## src/hdl/dcav_pkg.sv

```systemverilog
`timescale 1ns / 1ps

package dcav_pkg;

  // Field widths of the channels.
  localparam int SAMPLE_W = 16;
  localparam int READ_W   = 12;

  // Magnitude of a sample, wide enough for the most negative code.
  localparam int MAG_W = SAMPLE_W + 1;

  // Multiplier operand of the square unit: the magnitude never exceeds 2^15.
  localparam int SQ_W = SAMPLE_W;

  // Window sum of squares, and the radicand and root of the square root unit.
  localparam int SUM_W  = 39;
  localparam int RAD_W  = 32;
  localparam int ROOT_W = RAD_W / 2;

  // One count is 1/20 of a hundredth of a volt.
  localparam int SCALE_DIV = 20;

  // Start values of the peak holds.
  localparam logic signed [READ_W-1:0] HOLD_MAX_START = -12'sd1000;
  localparam logic signed [READ_W-1:0] HOLD_MIN_START = 12'sd1000;

  typedef logic signed [SAMPLE_W-1:0] sample_t;
  typedef logic signed [READ_W-1:0]   reading_t;
  typedef logic [MAG_W-1:0]           mag_t;
  typedef logic [SUM_W-1:0]           sum_t;
  typedef logic [RAD_W-1:0]           rad_t;
  typedef logic [ROOT_W-1:0]          root_t;

  // Handshake between the sequencer and a serial unit.
  typedef struct packed {
    logic start;
    logic clear;
  } unit_ctl_t;

endpackage

```

## src/hdl/dcav_if.sv

```systemverilog
`timescale 1ns / 1ps

// Sample channel.
interface dcav_in_if import dcav_pkg::*; ();
  logic    valid;
  logic    ready;
  logic    mode;
  sample_t sample;

  modport source (output valid, output mode, output sample, input ready);
  modport sink (input valid, input mode, input sample, output ready);
endinterface

// Result channel.
interface dcav_out_if import dcav_pkg::*; ();
  logic     valid;
  logic     ready;
  reading_t reading;
  reading_t peak_high;
  reading_t peak_low;

  modport source (output valid, output reading, output peak_high, output peak_low,
                  input ready);
  modport sink (input valid, input reading, input peak_high, input peak_low,
                output ready);
endinterface

// Configuration write channel.
interface dcav_cfg_if import dcav_pkg::*; ();
  logic valid;
  logic ready;
  logic measure_ac;

  modport source (output valid, output measure_ac, input ready);
  modport sink (input valid, input measure_ac, output ready);
endinterface

```

## src/hdl/dcav_cdiv.sv

```systemverilog
`timescale 1ns / 1ps

// Restoring division by a constant, one quotient bit per cycle.
module dcav_cdiv import dcav_pkg::*; #(
  parameter int DW      = 17,
  parameter int DIVISOR = 20
) (
  input  logic          clk,
  input  logic          rst_n,
  input  logic          start,
  input  logic [DW-1:0] dividend,
  output logic          done,
  output logic [DW-1:0] quotient
);

  localparam int RW = (DIVISOR > 1) ? $clog2(DIVISOR) : 1;
  localparam int CW = $clog2(DW + 1);
  localparam logic [RW:0] DIV_C = DIVISOR[RW:0];

  logic          busy_r;
  logic          done_r;
  logic [CW-1:0] cnt_r;
  logic [DW-1:0] quo_r;
  logic [RW-1:0] rem_r;

  logic [RW:0]   rem_sh;
  logic [RW:0]   rem_diff;
  logic          ge;
  logic [DW-1:0] quo_nxt;
  logic [RW-1:0] rem_nxt;

  // One step: bring in the next dividend bit and try the subtraction.
  always_comb begin
    rem_sh   = {rem_r, quo_r[DW-1]};
    rem_diff = rem_sh - DIV_C;
    ge       = (rem_sh >= DIV_C);
    quo_nxt  = {quo_r[DW-2:0], ge};
    rem_nxt  = ge ? rem_diff[RW-1:0] : rem_sh[RW-1:0];
  end

  // Control.
  always_ff @(posedge clk) begin
    if (!rst_n) begin
      busy_r <= 1'b0;
      done_r <= 1'b0;
      cnt_r  <= '0;
    end else begin
      done_r <= busy_r && (cnt_r == CW'(1));
      if (start) begin
        busy_r <= 1'b1;
        cnt_r  <= CW'(DW);
      end else if (busy_r) begin
        cnt_r <= cnt_r - 1'b1;
        if (cnt_r == CW'(1)) begin
          busy_r <= 1'b0;
        end
      end
    end
  end

  // Datapath: the dividend shifts out as the quotient shifts in.
  always_ff @(posedge clk) begin
    if (start) begin
      quo_r <= dividend;
      rem_r <= '0;
    end else if (busy_r) begin
      quo_r <= quo_nxt;
      rem_r <= rem_nxt;
    end
  end

  assign done     = done_r;
  assign quotient = quo_r;

endmodule

```

## src/hdl/dcav_isqrt.sv

```systemverilog
`timescale 1ns / 1ps

// Floor square root, one root bit (two radicand bits) per cycle.
module dcav_isqrt import dcav_pkg::*; (
  input  logic  clk,
  input  logic  rst_n,
  input  logic  start,
  input  rad_t  radicand,
  output logic  done,
  output root_t root
);

  localparam int CW = $clog2(ROOT_W + 1);
  localparam int RMW = ROOT_W + 1;

  logic           busy_r;
  logic           done_r;
  logic [CW-1:0]  cnt_r;
  rad_t           rad_r;
  logic [RMW-1:0] rem_r;
  root_t          root_r;

  logic [RMW+1:0] rem_sh;
  logic [RMW+1:0] trial;
  logic [RMW+1:0] rem_diff;
  logic           ge;
  logic [RMW-1:0] rem_nxt;
  root_t          root_nxt;

  // Trial subtraction of 4*root+1 from the remainder with two new bits.
  always_comb begin
    rem_sh   = {rem_r, rad_r[RAD_W-1:RAD_W-2]};
    trial    = {1'b0, root_r, 2'b01};
    rem_diff = rem_sh - trial;
    ge       = (rem_sh >= trial);
    rem_nxt  = ge ? rem_diff[RMW-1:0] : rem_sh[RMW-1:0];
    root_nxt = {root_r[ROOT_W-2:0], ge};
  end

  // Control.
  always_ff @(posedge clk) begin
    if (!rst_n) begin
      busy_r <= 1'b0;
      done_r <= 1'b0;
      cnt_r  <= '0;
    end else begin
      done_r <= busy_r && (cnt_r == CW'(1));
      if (start) begin
        busy_r <= 1'b1;
        cnt_r  <= CW'(ROOT_W);
      end else if (busy_r) begin
        cnt_r <= cnt_r - 1'b1;
        if (cnt_r == CW'(1)) begin
          busy_r <= 1'b0;
        end
      end
    end
  end

  // Datapath.
  always_ff @(posedge clk) begin
    if (start) begin
      rad_r  <= radicand;
      rem_r  <= '0;
      root_r <= '0;
    end else if (busy_r) begin
      rad_r  <= {rad_r[RAD_W-3:0], 2'b00};
      rem_r  <= rem_nxt;
      root_r <= root_nxt;
    end
  end

  assign done = done_r;
  assign root = root_r;

endmodule

```

## src/hdl/dcav_sqacc.sv

```systemverilog
`timescale 1ns / 1ps

// Shift-and-add squaring into the window sum, one multiplier bit per cycle.
module dcav_sqacc import dcav_pkg::*; (
  input  logic            clk,
  input  logic            rst_n,
  input  unit_ctl_t       ctl,
  input  logic [SQ_W-1:0] mag,
  output logic            done,
  output sum_t            sum
);

  localparam int CW  = $clog2(SQ_W + 1);
  localparam int PW  = 2 * SQ_W - 1;

  logic            busy_r;
  logic            done_r;
  logic [CW-1:0]   cnt_r;
  sum_t            sum_r;
  logic [PW-1:0]   mcand_r;
  logic [SQ_W-1:0] mplier_r;

  sum_t            sum_nxt;

  // Add the shifted multiplicand when the current multiplier bit is set.
  always_comb begin
    sum_nxt = sum_r;
    if (mplier_r[0]) begin
      sum_nxt = sum_r + SUM_W'(mcand_r);
    end
  end

  // Control and the window sum.
  always_ff @(posedge clk) begin
    if (!rst_n) begin
      busy_r <= 1'b0;
      done_r <= 1'b0;
      cnt_r  <= '0;
      sum_r  <= '0;
    end else begin
      done_r <= busy_r && (cnt_r == CW'(1));
      if (ctl.clear) begin
        sum_r <= '0;
      end else if (busy_r) begin
        sum_r <= sum_nxt;
      end
      if (ctl.start) begin
        busy_r <= 1'b1;
        cnt_r  <= CW'(SQ_W);
      end else if (busy_r) begin
        cnt_r <= cnt_r - 1'b1;
        if (cnt_r == CW'(1)) begin
          busy_r <= 1'b0;
        end
      end
    end
  end

  // Operand shift registers.
  always_ff @(posedge clk) begin
    if (ctl.start) begin
      mcand_r  <= PW'(mag);
      mplier_r <= mag;
    end else if (busy_r) begin
      mcand_r  <= {mcand_r[PW-2:0], 1'b0};
      mplier_r <= {1'b0, mplier_r[SQ_W-1:1]};
    end
  end

  assign done = done_r;
  assign sum  = sum_r;

endmodule

```

## src/hdl/dc_ac_voltage_meter_minmax.sv

```systemverilog
`timescale 1ns / 1ps

// Voltage meter with running peak hold. Each signed converter sample reads as
// sample/20 hundredths of a volt. With measure_ac clear, every sample beat that
// is not a clear beat gives one reading through the bit-serial divide by 20.
// With measure_ac set, a sample is squared into the window sum by a bit-serial
// multiplier; the last sample of a window then runs a serial divide by
// WINDOW_LENGTH, a serial square root and the divide by 20, which gives its RMS
// reading. One sample is in work at a time; a finished beat waits in the output
// register while the next sample is taken. A clear beat (mode set) or a write
// of measure_ac resets the peaks to -10.00 V / +10.00 V and restarts the window.
module dc_ac_voltage_meter_minmax import dcav_pkg::*; #(
  parameter int WINDOW_LENGTH = 256
) (
  input  logic       clk,
  input  logic       rst_n,
  dcav_in_if.sink    in_bus,
  dcav_out_if.source out_bus,
  dcav_cfg_if.sink   cfg_bus
);

  localparam int CNT_W = (WINDOW_LENGTH > 1) ? $clog2(WINDOW_LENGTH) : 1;

  localparam logic [2:0] ST_IDLE  = 3'd0;
  localparam logic [2:0] ST_SQACC = 3'd1;
  localparam logic [2:0] ST_WDIV  = 3'd2;
  localparam logic [2:0] ST_SQRT  = 3'd3;
  localparam logic [2:0] ST_SDIV  = 3'd4;
  localparam logic [2:0] ST_PUSH  = 3'd5;

  logic [2:0]       state_r;
  logic             measure_ac_r;
  logic [CNT_W-1:0] count_r;
  logic             last_r;
  logic             neg_r;
  reading_t         reading_r;
  reading_t         max_hold_r;
  reading_t         min_hold_r;
  logic             out_valid_r;
  reading_t         out_reading_r;
  reading_t         out_high_r;
  reading_t         out_low_r;

  logic      in_fire;
  logic      cfg_fire;
  logic      clear_all;
  logic      push;
  mag_t      in_ext;
  mag_t      in_mag;
  unit_ctl_t acc_ctl;
  logic      acc_done;
  sum_t      acc_sum;
  logic      wdiv_start;
  logic      wdiv_done;
  sum_t      wdiv_q;
  logic      sqrt_start;
  logic      sqrt_done;
  root_t     sqrt_root;
  logic      sdiv_start;
  mag_t      sdiv_in;
  logic      sdiv_done;
  mag_t      sdiv_q;
  reading_t  q_read;
  reading_t  reading_nxt;
  reading_t  max_nxt;
  reading_t  min_nxt;

  // Handshakes.
  assign in_bus.ready  = (state_r == ST_IDLE);
  assign cfg_bus.ready = 1'b1;
  assign in_fire       = in_bus.valid && in_bus.ready;
  assign cfg_fire      = cfg_bus.valid;
  assign clear_all     = cfg_fire || (in_fire && in_bus.mode);
  assign push          = (state_r == ST_PUSH) && (!out_valid_r || out_bus.ready);

  // Magnitude of the incoming sample.
  assign in_ext = {in_bus.sample[SAMPLE_W-1], in_bus.sample};
  assign in_mag = in_bus.sample[SAMPLE_W-1] ? (~in_ext + 1'b1) : in_ext;

  // Unit starts.
  assign acc_ctl.start = in_fire && !in_bus.mode && measure_ac_r;
  assign acc_ctl.clear = clear_all || ((state_r == ST_SQACC) && acc_done && last_r);
  assign wdiv_start    = (state_r == ST_SQACC) && acc_done && last_r;
  assign sqrt_start    = (state_r == ST_WDIV) && wdiv_done;
  assign sdiv_start    = (in_fire && !in_bus.mode && !measure_ac_r) ||
                         ((state_r == ST_SQRT) && sqrt_done);
  assign sdiv_in       = (state_r == ST_SQRT) ? MAG_W'(sqrt_root) : in_mag;

  dcav_sqacc u_sqacc (
    .clk   (clk),
    .rst_n (rst_n),
    .ctl   (acc_ctl),
    .mag   (in_mag[SQ_W-1:0]),
    .done  (acc_done),
    .sum   (acc_sum)
  );

  dcav_cdiv #(
    .DW      (SUM_W),
    .DIVISOR (WINDOW_LENGTH)
  ) u_wdiv (
    .clk      (clk),
    .rst_n    (rst_n),
    .start    (wdiv_start),
    .dividend (acc_sum),
    .done     (wdiv_done),
    .quotient (wdiv_q)
  );

  dcav_isqrt u_isqrt (
    .clk      (clk),
    .rst_n    (rst_n),
    .start    (sqrt_start),
    .radicand (wdiv_q[RAD_W-1:0]),
    .done     (sqrt_done),
    .root     (sqrt_root)
  );

  dcav_cdiv #(
    .DW      (MAG_W),
    .DIVISOR (SCALE_DIV)
  ) u_sdiv (
    .clk      (clk),
    .rst_n    (rst_n),
    .start    (sdiv_start),
    .dividend (sdiv_in),
    .done     (sdiv_done),
    .quotient (sdiv_q)
  );

  // Signed reading and the updated peaks.
  always_comb begin
    q_read      = sdiv_q[READ_W-1:0];
    reading_nxt = neg_r ? (~q_read + 1'b1) : q_read;
    max_nxt     = (reading_r > max_hold_r) ? reading_r : max_hold_r;
    min_nxt     = (reading_r < min_hold_r) ? reading_r : min_hold_r;
  end

  // Sequencer, window count and peak holds.
  always_ff @(posedge clk) begin
    if (!rst_n) begin
      state_r      <= ST_IDLE;
      measure_ac_r <= 1'b0;
      count_r      <= '0;
      last_r       <= 1'b0;
      max_hold_r   <= HOLD_MAX_START;
      min_hold_r   <= HOLD_MIN_START;
    end else begin
      if (cfg_fire) begin
        measure_ac_r <= cfg_bus.measure_ac;
      end
      if (clear_all) begin
        count_r    <= '0;
        max_hold_r <= HOLD_MAX_START;
        min_hold_r <= HOLD_MIN_START;
      end else if (push) begin
        max_hold_r <= max_nxt;
        min_hold_r <= min_nxt;
      end
      case (state_r)
        ST_IDLE: begin
          if (in_fire && !in_bus.mode) begin
            if (measure_ac_r) begin
              last_r <= (count_r == CNT_W'(WINDOW_LENGTH - 1));
              if (count_r == CNT_W'(WINDOW_LENGTH - 1)) begin
                count_r <= '0;
              end else begin
                count_r <= count_r + 1'b1;
              end
              state_r <= ST_SQACC;
            end else begin
              state_r <= ST_SDIV;
            end
          end
        end
        ST_SQACC: begin
          if (acc_done) begin
            state_r <= last_r ? ST_WDIV : ST_IDLE;
          end
        end
        ST_WDIV: begin
          if (wdiv_done) begin
            state_r <= ST_SQRT;
          end
        end
        ST_SQRT: begin
          if (sqrt_done) begin
            state_r <= ST_SDIV;
          end
        end
        ST_SDIV: begin
          if (sdiv_done) begin
            state_r <= ST_PUSH;
          end
        end
        ST_PUSH: begin
          if (push) begin
            state_r <= ST_IDLE;
          end
        end
        default: begin
          state_r <= ST_IDLE;
        end
      endcase
    end
  end

  // Sign of the reading and the reading itself.
  always_ff @(posedge clk) begin
    if (in_fire) begin
      neg_r <= !measure_ac_r && in_bus.sample[SAMPLE_W-1];
    end
    if ((state_r == ST_SDIV) && sdiv_done) begin
      reading_r <= reading_nxt;
    end
  end

  // Output register.
  always_ff @(posedge clk) begin
    if (!rst_n) begin
      out_valid_r <= 1'b0;
    end else if (push) begin
      out_valid_r <= 1'b1;
    end else if (out_bus.ready) begin
      out_valid_r <= 1'b0;
    end
  end

  always_ff @(posedge clk) begin
    if (push) begin
      out_reading_r <= reading_r;
      out_high_r    <= max_nxt;
      out_low_r     <= min_nxt;
    end
  end

  assign out_bus.valid     = out_valid_r;
  assign out_bus.reading   = out_reading_r;
  assign out_bus.peak_high = out_high_r;
  assign out_bus.peak_low  = out_low_r;

endmodule
```

## src/flat_wrapper.sv

```systemverilog
// flat-port wrapper written by rule: the top's interface ports become plain ports
module dc_ac_voltage_meter_minmax_flat import dcav_pkg::*;
#(
  parameter int WINDOW_LENGTH = 256
)
  (clk, rst_n, in_bus_valid, in_bus_mode, in_bus_sample, in_bus_ready, out_bus_valid, out_bus_reading, out_bus_peak_high, out_bus_peak_low, out_bus_ready, cfg_bus_valid, cfg_bus_measure_ac, cfg_bus_ready);
  dcav_in_if in_bus_i ();
  dcav_out_if out_bus_i ();
  dcav_cfg_if cfg_bus_i ();
  input  logic clk;
  input  logic rst_n;
  input wire logic [$bits(in_bus_i.valid)-1:0] in_bus_valid;
  input wire logic [$bits(in_bus_i.mode)-1:0] in_bus_mode;
  input wire logic [$bits(in_bus_i.sample)-1:0] in_bus_sample;
  output wire logic [$bits(in_bus_i.ready)-1:0] in_bus_ready;
  output wire logic [$bits(out_bus_i.valid)-1:0] out_bus_valid;
  output wire logic [$bits(out_bus_i.reading)-1:0] out_bus_reading;
  output wire logic [$bits(out_bus_i.peak_high)-1:0] out_bus_peak_high;
  output wire logic [$bits(out_bus_i.peak_low)-1:0] out_bus_peak_low;
  input wire logic [$bits(out_bus_i.ready)-1:0] out_bus_ready;
  input wire logic [$bits(cfg_bus_i.valid)-1:0] cfg_bus_valid;
  input wire logic [$bits(cfg_bus_i.measure_ac)-1:0] cfg_bus_measure_ac;
  output wire logic [$bits(cfg_bus_i.ready)-1:0] cfg_bus_ready;
  assign in_bus_i.valid = in_bus_valid;
  assign in_bus_i.mode = in_bus_mode;
  assign in_bus_i.sample = in_bus_sample;
  assign in_bus_ready = in_bus_i.ready;
  assign out_bus_valid = out_bus_i.valid;
  assign out_bus_reading = out_bus_i.reading;
  assign out_bus_peak_high = out_bus_i.peak_high;
  assign out_bus_peak_low = out_bus_i.peak_low;
  assign out_bus_i.ready = out_bus_ready;
  assign cfg_bus_i.valid = cfg_bus_valid;
  assign cfg_bus_i.measure_ac = cfg_bus_measure_ac;
  assign cfg_bus_ready = cfg_bus_i.ready;
  dc_ac_voltage_meter_minmax #(.WINDOW_LENGTH(WINDOW_LENGTH)) u_core (.clk(clk), .rst_n(rst_n), .in_bus(in_bus_i), .out_bus(out_bus_i), .cfg_bus(cfg_bus_i));
endmodule
```

## config.mk

```make
export PLATFORM = sky130hd
export DESIGN_NAME = dc_ac_voltage_meter_minmax_flat
export DESIGN_NICKNAME = d
export VERILOG_FILES = /design/src/hdl/dcav_pkg.sv /design/src/hdl/dcav_if.sv /design/src/hdl/dcav_cdiv.sv /design/src/hdl/dcav_isqrt.sv /design/src/hdl/dcav_sqacc.sv /design/src/hdl/dc_ac_voltage_meter_minmax.sv /design/src/flat_wrapper.sv
export SDC_FILE = /design/constraint.sdc
export NUM_CORES = 1
export LEC_CHECK = 0
export ABC_AREA = 1
export BUFFER_PORTS_ARGS = -buffer_cell sky130_fd_sc_hd__buf_2
export CAP_MARGIN = 0
export CORE_UTILIZATION = 55
export CTS_BUF_LIST = sky130_fd_sc_hd__clkbuf_4 sky130_fd_sc_hd__clkbuf_8
export CTS_CLUSTER_SIZE = 40
export DETAILED_ROUTE_END_ITERATION = 7
export MAX_ROUTING_LAYER = met4
export PLACE_DENSITY = 0.76
export SYNTH_ARGS = -nofsm -noshare
export SYNTH_HDL_FRONTEND = slang
export SYNTH_SLANG_ARGS = --single-unit
export TNS_END_PERCENT = 5
```

## constraint.sdc

```tcl
create_clock -name clk -period 2.71 [get_ports clk]
set_input_delay 0.271 -clock clk [delete_from_list [all_inputs] [get_ports clk]]
set_output_delay 0.271 -clock clk [all_outputs]
set_load 0.005 [all_outputs]
```

# == After elaboration in Yosys (flattened, before gate mapping) ==
# Index checks and enable logic that the tools add are counted.
# totals
out_inout_bits,39
reg_bits,336
wordCells,166
# classes
reduce_logical,38
n_mux,54
addsub,11
eq_ne,16
order_cmp,5
n_bitwise,3
# op_table
op,n
2-to-1 mux 17 bit,5
2-to-1 mux 39 bit,2
2-to-1 mux 16 bit,4
2-to-1 mux 32 bit,2
2-to-1 mux 8 bit,6
adder 39 x 31 -> 39 bit,1
2-to-1 mux 12 bit,3
2-to-1 mux 5 bit,7
2-to-1 mux 3 bit,7
greater-or-equal comparator 19 x 18 -> 1 bit,1
case mux 3 bit (6 select lines),1
adder 17 x 1 -> 17 bit (second input constant),1
NOT 17 bit,1
subtractor 17 bit,1
logical AND 1 bit,16
equality test 5 x 1 -> 1 bit (second input constant),3
subtractor 5 x 1 -> 5 bit (second input constant),3
2-to-1 mux 1 bit,14
adder 12 x 1 -> 12 bit (second input constant),1
greater-than comparator 12 bit,1
< comparator 12 bit,1
2-to-1 mux 6 bit,2
NOT 12 bit,1
OR reduction 2 bit,6
22 further kinds,37

# == Depth between registers and ports, before layout ==
# Gate-level depths: netlist of run 1.
# depth
ltp_word,8
ltp_mapped,17

# == Hierarchy ==
# A second synthesis of run 1 with hierarchy kept.
# unflattened
hier_cells,2590
area_unflattened_um2,19082.1
# by_module_without_submodules
mod,instances,cells_per_inst,area_per_inst_um2
dcav_sqacc,1,986,6185.9
dc_ac_voltage_meter_minmax,1,634,5076.1
dcav_isqrt,1,569,4160.2
dcav_cdiv at u_core.u_wdiv,1,253,2351.0
dcav_cdiv at u_core.u_sdiv,1,148,1308.8

# == Worst setup path after synthesis of run 1 ==
# No wires, ideal clock.
# synth_timing
path_kind,register -> register
startpoint,register u_core.state_r[0]
endpoint,register u_core.u_wdiv.quo_r[0] (netlist: u_core.u_wdiv.quotient[0]) (enable)
path_slack_ns,0.276
required_ns,2.313
path_buffers,1
setup_ns,0.397
arrival_ns,2.037
path_stages_with_launch,8
cell_sequence,dfxtp_1 > inv_1 > nor3_2 > nand2_1 > nor2_4 > inv_2 > clkbuf_1 > nand2_1
# synth_between
elab_chain_len,4
# synth_lines
item,line_no,text
start: declaration,dc_ac_voltage_meter_minmax.sv:31,logic [2:0] state_r;
start signal: assignment,dc_ac_voltage_meter_minmax.sv:178,state_r <= last_r ? ST_WDIV : ST_IDLE;
equality test 3 x 1 -> 1 bit,dc_ac_voltage_meter_minmax.sv:83,assign wdiv_start = (state_r == ST_SQACC) && acc_done && last_r;
logical AND 1 bit (2 in series),dc_ac_voltage_meter_minmax.sv:83,
nonzero test 2 bit (no line),n/a,
end signal: assignment,dcav_cdiv.sv:64,quo_r <= dividend;
end signal: assignment,dcav_cdiv.sv:67,quo_r <= quo_nxt;
end: declaration,dcav_cdiv.sv:23,logic [DW-1:0] quo_r;
# Every way passes these cells.
# A chain may end at the register's enable or synchronous reset.

# == Final worst setup path of run 1 ==
# layout_timing
startpoint,register u_core.reading_r[11]
endpoint,register u_core.out_low_r[7] (netlist: u_core.out_bus.peak_low[7]) (data pin)
# layout_between
elab_chain_len,2
# layout_lines
item,line_no,text
start: declaration,dc_ac_voltage_meter_minmax.sv:36,reading_t reading_r;
start signal: assignment,dc_ac_voltage_meter_minmax.sv:214,reading_r <= reading_nxt;
< comparator 12 bit,dc_ac_voltage_meter_minmax.sv:136,min_nxt = (reading_r < min_hold_r) ? reading_r : min_hold_r;
2-to-1 mux 12 bit,dc_ac_voltage_meter_minmax.sv:136,
net u_core.min_nxt[7],dc_ac_voltage_meter_minmax.sv:66,reading_t min_nxt;
end signal: assignment,dc_ac_voltage_meter_minmax.sv:233,out_low_r <= min_nxt;
end: declaration,dc_ac_voltage_meter_minmax.sv:42,reading_t out_low_r;
# The timed path passes the listed nets, and every way through them passes these cells.

==> flow_metrics.tcl, run 1 <==
set metrics [dict create \
    irDropWorstVdd_mv 0.4622 \
    max_slew_margin_pct 49.02 \
    slowest_stage "edfxtp_1" \
    nets 2598 \
    leakagePower_nw 9.551 \
    critical_path_required_ps 3090 \
    skew_ps 27.98 \
    syn_nets 2520 \
    ys_types 49 \
    ioPinCount 62 \
    cp-start-kind "flop" \
    whs_ps 71.59 \
    synth_flop_cell "edfxtp_1" \
    synthArstFlopShare_pct 0 \
    drt-pass1-iter-count 6 \
    htree_levels 2 \
    ant_nets 0 \
    cts_resized 0 \
    wirelength_mm 44.10 \
    critPathArrivalTime_ps 2800 \
    vias 15727 \
    port-buffer-count 60 \
    dieArea_mm2 0.03405 \
    die_y_um 184.5 \
    cp_max_fo 19 \
    worst_slew_pin_slew_ps 763.8 \
    run_status "complete, no violations" \
    fp.dieW_um 184.5 \
    area_growth_pct 11.14 \
    synthCells 2411 \
    grt_pass1_vias 14515 \
    drc 0 \
    fin_tns_setup_ps 0 \
    cts_tree "yes" \
    cp_top_family "simple AND/OR/NAND/NOR gates" \
    insertion_delay_ps 630 \
    place_congestion 0.9301 \
    clkTransAtPathRegs_ps 60 \
    yosysMostFrequentCell "nand2_1" \
    viasPerCell 5.281 \
    postSynthAreaPerCell_um2 7.601 \
    fin_crit_ps 2419 \
    end_kind "flop" \
    powerDensity_mw_per_mm2 655.6 \
    finalCritPeriodShare_pct 89.25 \
    path_cells "ha_1 -> nand2_1 -> inv_1 -> nand3_1 -> inv_1 -> a21oi_1 -> nand3_2 -> nand2_2 -> nand2_1 -> o21a_1" \
    root_buffer "clkbuf_8" \
    cts_buffers 56 \
    grt_first_pass_wirelength_mm 72.19 \
    ys_seq_area_share_pct 45.94 \
    synth-edff-count 169 \
    postCtsSetupBuffers 0 \
    netlist_area_mm2 0.01833 \
    hold_violations 0 \
    setup_ws_ps 291.4 \
    ys_warn_count 0 \
    yosys.area.top_type_share_pct 27.69 \
    dpl.hpwl_mm 32.11 \
    synth-seq-cells 336 \
    overflow 0 \
    antenna_found_initial 0 \
    drt_iter0_drc 1342 \
    grt_use_total_pct 27.28 \
    rows 66 \
    max_stage_delay_ps 470 \
    initial_core_util_pct 56.18 \
    setup_viol 0 \
    critPathBufInv 2 \
    coreArea_mm2 0.03262 \
    clock_sinks 336 \
    antennaDiodeCount 0 \
    grt_max_degree 71 \
    synthTopCellsByArea "edfxtp_1 28%, dfxtp_1 18%, nand2_1 14%" \
    clockBufferDepth 3 \
    layout-drive-gt1-share_pct 8.833 \
    routedWlPerCell_um 14.81 \
    rsz0062_at_grt "no" \
    criticalPathCategory "reg -> reg" \
    dp_slack_ps 364.1 \
    hold_class "in -> reg" \
    p_total_mw 13.35 \
    synth_common_cells "705 x nand2_1, 350 x inv_1, 210 x nor2_1" \
    max_freq_mhz 413.5 \
    yosysTopAreaCell "edfxtp_1" \
    max_cap_violations 0 \
    drv_slew 0 \
]
==> power by group <==
part	internal [mW]	leakage [nW]	switching (mW)
clock network	2.80	0.649	2.12
registers	5.86	2.89	0.330
logic	0.781	6.01	1.46
==> final timing paths <==
check / from / cells after the start / slack [ps] / endpoint
max: u_core.reading_r[11] / 10 / 290 / u_core.out_bus.peak_low[7]
min reg2reg: u_core.max_hold_r[11] / 2 / 470 / u_core.max_hold_r[11]
max reg2reg: u_core.reading_r[11] / 10 / 290 / u_core.out_bus.peak_low[7]
min: in_bus_sample[0] / 3 / 70 / u_core.u_sqacc.mcand_r[0]
==> cells in the final DEF (no fill, tap or decap), drive strengths merged, types with 12 or more instances in the layout <==
cell type and instances:
nand2 713, clkbuf 81, nand3b 14, nand3 140, buf 86, o22ai 18
clkinv 18, edfxtp 169, a21oi 142, nor3 33, o21ai 156, ha 85
dfxtp 167, nor2 217, xor2 52, nand4 12, inv 361
==> per-stage QoR <==
stage	util (%)	cells	cell area (um^2)
5_1_grt	62.44	2978	20370
6_report	62.44	2978	20370
2_1_floorplan	-	2411	18330
4_1_cts	62.44	2978	20370
3_3_place_gp	58.53	2869	19090
3_5_place_dp	58.53	2869	19090
==> worst register-to-register path: cells and delay by family, from the launching register on <==
kind / cells / cell delay [ps]
buf+inv: 2 / 100
compound gates: 2 / 390
fa+ha+maj: 1 / 380
flops: 1 / 470
simple gates: 5 / 850
==> sequential cells by signal, indices dropped and copies added, names as in the netlist, 3 cells and up <==
name                      count
u_core.count_r                8
u_core.max_hold_r            12
u_core.min_hold_r            12
u_core.out_bus.peak_high     12
u_core.out_bus.peak_low      12
u_core.out_bus.reading       12
u_core.reading_r             12
u_core.state_r                3
u_core.u_isqrt.cnt_r          5
u_core.u_isqrt.rad_r         32
u_core.u_isqrt.rem_r         17
u_core.u_isqrt.root          16
u_core.u_sdiv.cnt_r           5
u_core.u_sdiv.quotient       17
u_core.u_sdiv.rem_r           5
u_core.u_sqacc.cnt_r          5
u_core.u_sqacc.mcand_r       31
u_core.u_sqacc.mplier_r      16
u_core.u_sqacc.sum           39
u_core.u_wdiv.cnt_r           6
u_core.u_wdiv.quotient       39
u_core.u_wdiv.rem_r           8
==> layout make-up <==
class	count	area, um^2
Fill cell	2843	12250
Sequential cell	336	8418
Multi-Input combinational cell	1644	8232
Inverter	361	1355
Clock buffer	81	1015
Timing Repair Buffer	90	573.1
Tap cell	442	553.0
Clock inverter	24	220.2
==> metal layers <==
layer  share of wire (%)  vias to the layer above  GRT usage (%)
met2                  44                      512          41.51
met1                  47                     7237          37.46
met3                 7.3                       67          4.959
li1                    -                     7911              -
met4                 1.8                        0          6.833
met5                   0                        -              -
==> cell families (layout without fill, tap and decap cells) <==
| kind of cell | Yosys count | after routing | share of synthesized area, % |
|---|---|---|---|
| adder cells (fa/ha/maj) | 86 | 86 | 5.913 |
| flip-flops | 336 | 336 | 45.94 |
| XOR/XNOR | 60 | 60 | 2.868 |
| multiplexers | 1 | 1 | 0.05462 |
| AO/OA/AOI/OAI | 352 | 352 | 10.27 |
| buffers and inverters | 431 | 556 | 9.156 |
| other | 1 | 1 | 0.02046 |
| AND/OR/NAND/NOR | 1144 | 1144 | 25.78 |
==> repair_timing <==
action | CTS | global route
setup endpoints to repair | 0 | 0
hold buffers | 4 | 0
hold endpoints to repair | 4 | 0
(Power assumes the default switching activity.)
==> inputs of run 2 (changes only) <==
--- a/config.mk
+++ b/config.mk
@@ -7,5 +7,4 @@
 export LEC_CHECK = 0
 export ABC_AREA = 1
-export BUFFER_PORTS_ARGS = -buffer_cell sky130_fd_sc_hd__buf_2
 export CAP_MARGIN = 0
 export CORE_UTILIZATION = 55
@@ -13,6 +12,7 @@
 export CTS_CLUSTER_SIZE = 40
 export DETAILED_ROUTE_END_ITERATION = 7
+export DONT_BUFFER_PORTS = 1
 export MAX_ROUTING_LAYER = met4
-export PLACE_DENSITY = 0.76
+export PLACE_DENSITY = 0.74
 export SYNTH_ARGS = -nofsm -noshare
 export SYNTH_HDL_FRONTEND = slang
==> constraint.sdc (replaced) <==
create_clock -name clk -period 2.71 [get_ports clk]
set_input_delay 0.1355 -clock clk [delete_from_list [all_inputs] [get_ports clk]]
set_output_delay 0.1355 -clock clk [all_outputs]
set_load 0.005 [all_outputs]
==> flow_metrics.tcl, run 2 (synthesis results as in run 1) <==
set metrics [dict create \
    rows 66 \
    clkTransAtPathRegs_ps 70 \
    clockBufferDepth 3 \
    crit_path_frequent_cell "nand2_1" \
    cts_tree "yes" \
    coreArea_mm2 0.03262 \
    root_buffer "clkbuf_8" \
    setup_ws_ps 116.6 \
    dieArea_mm2 0.03405 \
    ant_nets 0 \
    dpl.hpwl_mm 32.30 \
    cp_max_fo 3 \
    slowest_stage "dlygate4sd3_1" \
    antennaDiodeCount 0 \
    p_comb_share_pct 16.6 \
    path_cells "dlygate4sd3_1 -> inv_1 -> ha_1 -> nand3_1 -> inv_1 -> nand2_1 -> xor2_1 -> nand2_1 -> dlygate4sd3_1 -> nand2_1 -> dlygate4sd3_1 -> nand2_1 -> a21oi_1" \
    initial_core_util_pct 56.18 \
    rr_endpoint "u_core.u_sqacc.mcand_r[2]" \
    drt_iter0_drc 1400 \
    post-route-cell-area_mm2 0.02019 \
    viasPerCell 5.312 \
    whs_ps 77.67 \
    critPathArrivalTime_ps 3080 \
    fin_crit_ps 2593 \
    overflow 0 \
    vias 15591 \
    max_stage_delay_ps 650 \
    grt_max_degree 71 \
    insertion_delay_ps 640 \
    htree_levels 2 \
    place_congestion 0.9667 \
    placed_cell_area_mm2 0.01876 \
    worstHoldEndpoint "u_core.u_sqacc.mcand_r[5]" \
    grt_pass1_vias 14538 \
    finalCritPeriodShare_pct 95.70 \
    final_cell_mix "704 x nand2_1, 350 x inv_1, 209 x nor2_1" \
    cts_buffers 55 \
    worst_slew_pin_slew_ps 791.4 \
    drc 0 \
    leakagePower_nw 9.369 \
    worst_hold_path.num_cells 4 \
    run_status "complete, no violations" \
    wirelength_mm 44.51 \
    hold_class "in -> reg" \
    criticalPathCategory "in -> reg" \
    grt_use_total_pct 27.35 \
    skew_ps 43.07 \
    finish.utilization_pct 61.91 \
    reg2reg_from "u_core.state_r[1]" \
    antenna_found_initial 1 \
    clock_sinks 336 \
    die_y_um 184.5 \
    setup_viol 0 \
    fp.dieW_um 184.5 \
    max_freq_mhz 385.6 \
    cp-start-kind "primary input" \
    layout-drive-gt1-share_pct 6.578 \
    max_cap_violations 0 \
    fin_tns_setup_ps 0 \
    stdcell_count 2935 \
    drt-pass1-iter-count 6 \
    ff2ff_path_depth 8 \
    ioPinCount 62 \
    power.clock.fraction_pct 36.0 \
    port-buffer-count 0 \
    placedCellCount 2808 \
    hold_violations 0 \
    end_kind "flop" \
    critical_path_required_ps 3190 \
    mostFrequentLayoutCell "nand2_1" \
    p_total_mw 13.07 \
    min-delay-start "in_bus_sample[15]" \
    nets 2555 \
    routedWlPerCell_um 15.17 \
    grt_first_pass_wirelength_mm 71.69 \
    intPower_mw 9.250 \
    max_slew_margin_pct 47.18 \
    irDropWorstVdd_mv 0.3752 \
    p_sw_share_pct 29.24 \
    drv_slew 0 \
    p_switching_mw 3.822 \
    pwr-share-seq_pct 47.4 \
    rsz0062_at_grt "no" \
    postCtsSetupBuffers 0 \
    powerDensity_mw_per_mm2 647.3 \
    dp_slack_ps 163.6 \
    area_growth_pct 10.20 \
    r2r_slack_ps 150 \
]
[run 2: how the worst max path moves through the flow]
stage,endpoint,slack [ps],from
after floorplan,u_core.u_wdiv.quotient[0],280,u_core.state_r[0]
after global placement,u_core.u_isqrt.rem_r[15],260,u_core.u_isqrt.root[10]
after detailed placement,u_core.u_isqrt.rem_r[15],160,u_core.u_isqrt.root[10]
after CTS,u_core.count_r[5],90,u_core.state_r[1]
after global routing,u_core.u_sdiv.quotient[14],20,in_bus_sample[0]
final,u_core.u_sdiv.quotient[14],120,in_bus_sample[0]
[run 2: critical path: cells and delay by family]
kind	cells	cell delay, ps
buffers and inverters	5	1980
AND/OR/NAND/NOR	5	390
adder cells (fa/ha/maj)	1	260
AO/OA/AOI/OAI	1	170
XOR/XNOR	1	140
[run 2: what timing repair did]
item / CTS / global route
resized for setup: 0 / 6
endpoints found under the setup margin: 0 / 44
hold buffers: 23 / 0
endpoints found under the hold margin: 87 / 0
[run 2: per-layer routing]
metal	track usage (%)	share of wire (%)	vias to the layer above
met4	9.600	2.7	0
met1	36.52	46	7176
met5	-	0	-
met3	4.386	6.5	87
met2	42.07	44	483
li1	-	-	7845
[run 2: power groups by stage]
stage	sequential, mW	clock, mW	combinational (mW)
2_1_floorplan	6.18	0	1.64
3_3_place_gp	6.27	0	2.02
3_5_place_dp	6.29	0	2.09
4_1_cts	6.18	4.79	2.14
5_1_grt	6.23	5.01	2.45
6_report	6.19	4.71	2.17
[run 2: area by class of cell]
cell class	count	area (um^2)
Fill cell	2843	12420
Sequential cell	336	8418
Multi-Input combinational cell	1644	8244
Inverter	361	1358
Clock buffer	80	982.2
Tap cell	442	553.0
Timing Repair Buffer	48	434.2
Clock inverter	24	205.2
